[src/rtl/lfu_pkg.sv]
// Types and constants for the LFU cache table.
// No dependencies; imported by the cell, the top level, both checkers and the bench.
package lfu_pkg;

    localparam int KEY_W      = 32;
    localparam int DATA_W     = 32;
    localparam int USE_W      = 32;
    // Slot index and recency rank fields on the chain, sized for 256 slots
    localparam int SLOT_IDX_W = 8;
    localparam int CAP_W      = 5;
    localparam logic [CAP_W-1:0] CAP_RESET = 5'd16;

    typedef enum logic [1:0] {
        ST_IDLE,
        ST_SCAN,
        ST_UPDATE
    } lfu_state_t;

    typedef struct packed {
        logic                     action;
        logic signed [KEY_W-1:0]  lookup_key;
        logic signed [DATA_W-1:0] store_data;
    } lfu_cmd_t;

    typedef struct packed {
        logic                     hit;
        logic signed [DATA_W-1:0] read_data;
        logic                     evicted;
        logic signed [KEY_W-1:0]  evicted_key;
    } lfu_result_t;

    // Token passed cell to cell: running match, first free slot, best victim
    typedef struct packed {
        logic                    hit;
        logic [SLOT_IDX_W-1:0]   hit_idx;
        logic [DATA_W-1:0]       hit_data;
        logic [SLOT_IDX_W-1:0]   hit_rank;
        logic                    free_found;
        logic [SLOT_IDX_W-1:0]   free_idx;
        logic                    vic_found;
        logic [SLOT_IDX_W-1:0]   vic_idx;
        logic [KEY_W-1:0]        vic_key;
        logic [USE_W-1:0]        vic_count;
        logic [SLOT_IDX_W-1:0]   vic_rank;
    } lfu_scan_t;

    // Update broadcast to every cell at the end of a transaction
    typedef struct packed {
        logic                  en;
        logic                  touch;
        logic                  put;
        logic [SLOT_IDX_W-1:0] tgt_idx;
        logic [SLOT_IDX_W-1:0] ref_rank;
        logic                  evict;
        logic [SLOT_IDX_W-1:0] vic_idx;
        logic [SLOT_IDX_W-1:0] vic_rank;
        logic                  insert;
        logic [SLOT_IDX_W-1:0] ins_idx;
        logic [KEY_W-1:0]      key;
        logic [DATA_W-1:0]     data;
    } lfu_upd_t;

endpackage

[src/rtl/lfu_cell.sv]
// One cache slot: key, data, use count, recency rank, plus a chain stage
// that merges this slot into the scan token. Depends on lfu_pkg.
module lfu_cell
    import lfu_pkg::*;
#(
    parameter int CAPACITY = 16,
    parameter int INDEX    = 0
) (
    input  logic              clk,
    input  logic              rst_n,
    input  logic [KEY_W-1:0]  key,
    input  lfu_scan_t         scan_in,
    output lfu_scan_t         scan_out,
    input  lfu_upd_t          upd
);

    localparam int RW = (CAPACITY > 1) ? $clog2(CAPACITY) : 1;
    localparam logic [SLOT_IDX_W-1:0] MY_IDX = SLOT_IDX_W'(INDEX);

    logic              valid_reg, valid_next;
    logic [KEY_W-1:0]  key_reg, key_next;
    logic [DATA_W-1:0] data_reg, data_next;
    logic [USE_W-1:0]  count_reg, count_next;
    logic [RW-1:0]     rank_reg, rank_next;
    lfu_scan_t         scan_reg, scan_next;

    logic [SLOT_IDX_W-1:0] my_rank;
    logic                  key_match;
    logic                  better;

    assign my_rank   = SLOT_IDX_W'(rank_reg);
    assign key_match = valid_reg && (key_reg == key);
    assign better    = valid_reg && (!scan_in.vic_found
                                     || (count_reg < scan_in.vic_count)
                                     || ((count_reg == scan_in.vic_count)
                                         && (my_rank > scan_in.vic_rank)));

    // chain stage
    always_comb
    begin
        scan_next = scan_in;
        if (!scan_in.hit && key_match)
        begin
            scan_next.hit      = 1'b1;
            scan_next.hit_idx  = MY_IDX;
            scan_next.hit_data = data_reg;
            scan_next.hit_rank = my_rank;
        end
        if (!scan_in.free_found && !valid_reg)
        begin
            scan_next.free_found = 1'b1;
            scan_next.free_idx   = MY_IDX;
        end
        if (better)
        begin
            scan_next.vic_found = 1'b1;
            scan_next.vic_idx   = MY_IDX;
            scan_next.vic_key   = key_reg;
            scan_next.vic_count = count_reg;
            scan_next.vic_rank  = my_rank;
        end
    end

    // slot update
    always_comb
    begin
        valid_next = valid_reg;
        key_next   = key_reg;
        data_next  = data_reg;
        count_next = count_reg;
        rank_next  = rank_reg;
        if (upd.en)
        begin
            if (upd.touch)
            begin
                if (MY_IDX == upd.tgt_idx)
                begin
                    rank_next = '0;
                    if (count_reg != '1)
                    begin
                        count_next = count_reg + USE_W'(1);
                    end
                    if (upd.put)
                    begin
                        data_next = upd.data;
                    end
                end
                else if (valid_reg && (my_rank < upd.ref_rank))
                begin
                    rank_next = rank_reg + RW'(1);
                end
            end
            else if (upd.insert)
            begin
                if (MY_IDX == upd.ins_idx)
                begin
                    valid_next = 1'b1;
                    key_next   = upd.key;
                    data_next  = upd.data;
                    count_next = USE_W'(1);
                    rank_next  = '0;
                end
                else if (upd.evict && (MY_IDX == upd.vic_idx))
                begin
                    valid_next = 1'b0;
                end
                else if (valid_reg && !(upd.evict && (my_rank > upd.vic_rank)))
                begin
                    // not older than the victim (or no evict): +1 for insert; older: -1 +1
                    rank_next = rank_reg + RW'(1);
                end
            end
        end
    end

    always_ff @(posedge clk or negedge rst_n)
    begin
        if (!rst_n)
        begin
            valid_reg <= 1'b0;
        end
        else
        begin
            valid_reg <= valid_next;
        end
    end

    always_ff @(posedge clk)
    begin
        key_reg   <= key_next;
        data_reg  <= data_next;
        count_reg <= count_next;
        rank_reg  <= rank_next;
        scan_reg  <= scan_next;
    end

    assign scan_out = scan_reg;

endmodule

[config.mk]
export PLATFORM = sky130hd
export DESIGN_NAME = lfu_cell
export DESIGN_NICKNAME = d
export VERILOG_FILES = /design/src/rtl/lfu_pkg.sv /design/src/rtl/lfu_cell.sv
export SDC_FILE = /design/constraint.sdc
export NUM_CORES = 1
export LEC_CHECK = 0
export ABC_AREA = 1
export BUFFER_PORTS_ARGS = -buffer_cell sky130_fd_sc_hd__clkbuf_2
export CAP_MARGIN = 40
export CELL_PAD_IN_SITES_DETAIL_PLACEMENT = 1
export CELL_PAD_IN_SITES_GLOBAL_PLACEMENT = 1
export CORE_MARGIN = 2
export CORE_UTILIZATION = 31
export DETAILED_ROUTE_END_ITERATION = 10
export MAX_ROUTING_LAYER = met4
export PLACE_DENSITY = 0.86
export SKIP_LAST_GASP = 1
export SLEW_MARGIN = 20
export SYNTH_ARGS = -nofsm -noshare
export SYNTH_HDL_FRONTEND = slang
export SYNTH_SLANG_ARGS = --single-unit
[constraint.sdc]
create_clock -name clk -period 2.95 [get_ports clk]
set_input_delay 0.885 -clock clk [delete_from_list [all_inputs] [get_ports clk]]
set_output_delay 0.885 -clock clk [all_outputs]
set_load 0.05 [all_outputs]
### Word-level counts from Yosys, hierarchy flattened

Index checks and enable logic that the tools add are counted.

| word-level totals | value |
|---|---|
| logic and storage cells | 82 |
| bits of input ports | 282 |
| flip-flop bits (word level) | 240 |
| output and inout port bits | 139 |

| cells by class | value |
|---|---|
| bitwise logic cells | 1 |
| muxes and demuxes | 21 |
| magnitude comparators | 4 |
| equal/unequal tests | 8 |
| reduce and logical (&&, ||, !) cells | 28 |
| $add $sub $neg | 2 |

Operator list:

| cell | count |
|---|---|
| $mux 32 | 10 |
| $mux 72 | 1 |
| $eq 32x32->1 | 2 |
| $mux 40 | 1 |
| $add 32x1->32 const B | 1 |
| $lt 32x32->1 | 1 |
| $ne 32x32->1 const B | 1 |
| $mux 4 | 7 |
| $logic_not 8->1 | 3 |
| $gt 4x8->1 | 2 |
| $reduce_and 5->1 | 3 |
| $logic_and 1x1->1 | 9 |
| $lt 4x8->1 | 1 |
| $reduce_and 4->1 | 2 |
| $reduce_bool 2->1 | 3 |
| $logic_not 1->1 | 5 |
| $add 4x1->4 const B | 1 |
| $ne 2x1->1 const B | 2 |
| $ne 3x1->1 const B | 1 |
| $ne 3x3->1 const B | 1 |
| $reduce_bool 3->1 | 1 |
| $logic_or 1x1->1 | 2 |
| $mux 1 | 2 |
| $ne 2x2->1 const B | 1 |
| $not 1->1 | 1 |

### Longest topological paths before layout

| depth | value |
|---|---|
| depth after elaboration | 9 |
| gate-level depth with buffers | 19 |
| mapped depth without buffers | 17 |

### Least setup slack after synthesis

No wires, ideal clock.

| timing | value |
|---|---|
| path type | input -> register |
| start point | input port upd[99] (netlist name) |
| end point | register count_reg[0], enable pin |
| data required time | 2528 ps |
| slack | -433 ps |
| cell stages on the path | 5 |
| arrival | 2961 ps |
| setup time | 422 ps |
| buffers on the path | 0 |
| path through | nor4_1 a21oi_1 nor2_1 nand2_1 nor2_1 |

| between the ends | value |
|---|---|
| word-level cells in the longest chain between the ends | 3 |

Ends and longest elaborated chain:

| what | line | text |
|---|---|---|
| start: declaration | lfu_cell.sv:14 | `input lfu_upd_t upd` |
| $logic_not 8->1 | lfu_cell.sv:76 | `if (MY_IDX == upd.tgt_idx)` |
| $ne 2x1->1 (no source line) | n/a |  |
| $reduce_and 5->1 (no source line) | n/a |  |
| end signal: assignment | lfu_cell.sv:132 | `count_reg <= count_next;` |
| end: declaration | lfu_cell.sv:23 | `logic [USE_W-1:0] count_reg, count_next;` |

No other way between the ends.
A chain may end at the register's enable or synchronous reset.

==> run summary <==
## Synth
- count of state elements after synthesis: 240
- ranking of synthesized cells by instance count: sky130_fd_sc_hd__nand2_1 (357), sky130_fd_sc_hd__dfxtp_1 (139), sky130_fd_sc_hd__inv_1 (124)
- top area cells in the synthesized netlist: sky130_fd_sc_hd__edfxtp_1 (29%), sky130_fd_sc_hd__dfxtp_1 (27%), sky130_fd_sc_hd__nand2_1 (13%)
- most used flip-flop cell after synthesis: sky130_fd_sc_hd__dfxtp_1
- top-area cell type share of the netlist area: 29.4%
- number of cells produced by synthesis: 1156
- Cell Area, Synth: 10200 um^2
- average size of a mapped cell: 8.84 um^2
- FFs w/ async S/R, synth: 0.417%
- cell with the most instances after synthesis: sky130_fd_sc_hd__nand2_1
- sequential fraction of the synthesis area: 56.8%
- EDFF count, synth: 100
- number of distinct library cells after synthesis: 38
- number of synthesis warnings: 0
- cell taking the most area after synthesis: sky130_fd_sc_hd__edfxtp_1
- post-synthesis net count: 1483

## Route
- Starting DRT DRC Count: 480
- Post-Route WL: 37.9 mm
- router iterations before antenna repair: 4
- vias: 9654
- antenna-violating nets left: 0
- post-route DRC violation count: 0
- drt via density: 4.69
- detail-routed net length per standard cell: 18.4 um

## Worst setup path
- critical path's largest stage delay: 500 ps
- worst-case register-to-register setup slack: 500 ps
- Max FO, Critical Path: 18
- number of logic stages on the critical path including buffering: 12
- critical path launch point type: flip-flop
- Buf/Inv on CP: 1
- worst-path cell chain: ha_1 > nand2_1 > nor2_1 > nand2_1 > nor2_1 > nand2_1 > nor2_1 > nor2_1 > nand2_4 > buf_4 > nand3_1 > nand2_1
- Reg-to-Reg Start: count_reg[24]
- data required time at the worst endpoint: 3430 ps
- Setup crit end kind: flip-flop
- largest delay contributor family on the critical path: simple AND/OR/NAND/NOR gates
- CP arrival: 2940 ps
- Crit-path slowest cell: sky130_fd_sc_hd__edfxtp_1
- worst-case reg-to-reg path depth: 12
- FF-to-FF End: scan_out[64]
- WS Path Type: flip-flop to flip-flop

## Placed design
- DP Worst Slack: -39.8 ps
- weighted congestion reported at the end of routability-driven placement: 0.896
- Port Buf Inserts: 420
- HPWL after detailed placement: 29.3 mm
- placed cell area: 13000 um^2

## Timing
- final critical-path setup slack: 496 ps
- Relative slew margins: 62.5%
- worst slew pin tran: 557 ps
- FMAX: 0.407 GHz
- final setup skew: 19.5 ps
- final number of setup-violating endpoints: 0
- max-slew violation count: 0
- fraction of the cycle the final worst path needs: 83.2%
- final critical path time including I/O delays and setup: 2450 ps
- final hold viol count: 0
- setup repair after global routing missed its margin: false

## Power and ir drop
- leakage power of the design: 7.00 nW
- IR drop worst, VDD: 0.377 mV
- overall power consumption: 8.08 mW
- power density over the cells: 583 nW/um^2

## Global route
- initial antenna violation count: 2
- grt met3 use: 3.99%
- M2 GR Usage: 38.3%
- global-route usage over all layers: 21.7%
- global-route wire length before repair: 55.6 mm
- highest-utilization routing layer at the global route stage: met2
- GRT met1 Usage: 24.3%
- maximum number of pins on one net before global-route repair: 48
- total grt overflow: 0
- number of global-route vias before repair: 10300

## CTS
- Sink Count: 240
- Skew-Pair Late Insertion Delay: 540 ps
- post-CTS sizing: 0
- buffer count from post-CTS setup fixing: 0
- clock tree root driver cell: sky130_fd_sc_hd__clkbuf_16
- Clock Pin Slew Worst Setup and Hold Paths: 60 ps
- number of buffers added to fix hold violations after cts: 0
- buffer depth of the longest clock path: 3
- Inserted Clock Buffers: 27
- TritonCTS clock tree: built
- # H-tree levels: 1

## Final layout
- layout cell share with drive strength beyond 1: 31.4%
- number of inserted filler cells in the final layout: 3996
- design area: 13900 um^2
- synthesis-to-finish area growth: 35.6%
- Largest register FFs: 139
- Nets: 1919

## Status
- outcome: finished, final reports clean

## Job
- number of violations of the max-capacitance limit: 0

## Floorplanning
- full die area: 34500 um^2
- Std-Cell Rows: 66
- Core Footprint: 32500 um^2
- Die Y-Extent: 186 um
- initial core utilization: 31.4%
- num ports: 421
- die outline width: 186 um

## Hold path
- HP Class: input pin to asynchronous set/reset pin

-- layout by cell type, fill, tap and decap left out, drive strengths merged --
cell      synthesis  layout
diode             0       3
nor4              8       8
xor2             13      13
dfxtp           139     139
o22ai             5       5
or2               7       7
a22o              1       1
clkinv            0       5
inv             130     131
o21ai            21      21
a21boi            9       9
xnor2             9       9
or3               1       1
a21o              1       1
nand2           361     361
clkbuf           16     461
a21oi            42      42
clkinvlp          0       1
edfxtp          100     100
nor3             12      12
ha               45      45
bufinv            0       2
dfrtp             1       1
o211ai            1       1
nor2             99      99
nand4            23      23
buf              20      23
o211a             1       1
nand3            84      84
nand3b            1       1
o21a              5       5
nor3b             1       1
-- kinds of logic (layout without fill, tap and decap cells) --
kind of cell	after synthesis	in the layout	synth area share (%)
other	0	3	0
adders and majority gates	45	45	5.51
buffers and inverters	166	623	6.53
and+or+nand+nor	597	597	24.5
AOI/OAI and AO/OA	86	86	4.75
DFF	240	240	56.8
xor gates and xnor gates	22	22	1.88
-- metrics by stage --
| stage | hold WS (ps) | cells | TNS [ps] | utilization [%] |
|---|---|---|---|---|
| 2_1_floorplan | 412 | 1156 | -27210 | - |
| 5_1_grt | 76.8 | 2057 | 0 | 42.6 |
| 3_3_place_gp | 416 | 2005 | 0 | 39.9 |
| 3_5_place_dp | 423 | 2005 | -78.1 | 39.9 |
| 6_report | 104 | 2058 | 0 | 42.6 |
| 4_1_cts | 68.0 | 2055 | 0 | 42.6 |
-- routing by layer --
metal  vias to the layer above  wire length (um)
met4                         0              1440
met3                        73              2310
li1                       4618                 -
met5                         -                 0
met2                       351             19200
met1                      4612             15000
-- report_power, final --
part	leakage, nW	switching (mW)	internal, mW
Combinational	4.48	0.726	0.332
Sequential	2.10	0.0576	3.59
Clock	0.429	1.38	2.00
Total	7.00	2.16	5.92
-- how the worst max path moves through the flow --
stage / from / endpoint / slack, ps
after floorplan: upd[99] / count_reg[0] / -430
after global placement: scan_in[34] / scan_out[64] / 5
after detailed placement: scan_in[34] / scan_out[64] / -40
after CTS: count_reg[24] / scan_out[64] / 490
after global routing: count_reg[0] / count_reg[21] / 250
final: count_reg[24] / scan_out[64] / 500
-- layout make-up --
type / count / area, um^2 / share of cell area (%)
inverter: 130 / 488 / 3.52
tap: 442 / 553 / 3.99
clock inverter: 9 / 104 / 0.749
multi-input combinational: 750 / 3770 / 27.2
antenna: 3 / 7.51 / 0.0541
sequential: 240 / 5810 / 41.9
clock buffer: 41 / 779 / 5.62
timing repair buffer: 443 / 2350 / 16.9
(Power assumes the default switching activity.)
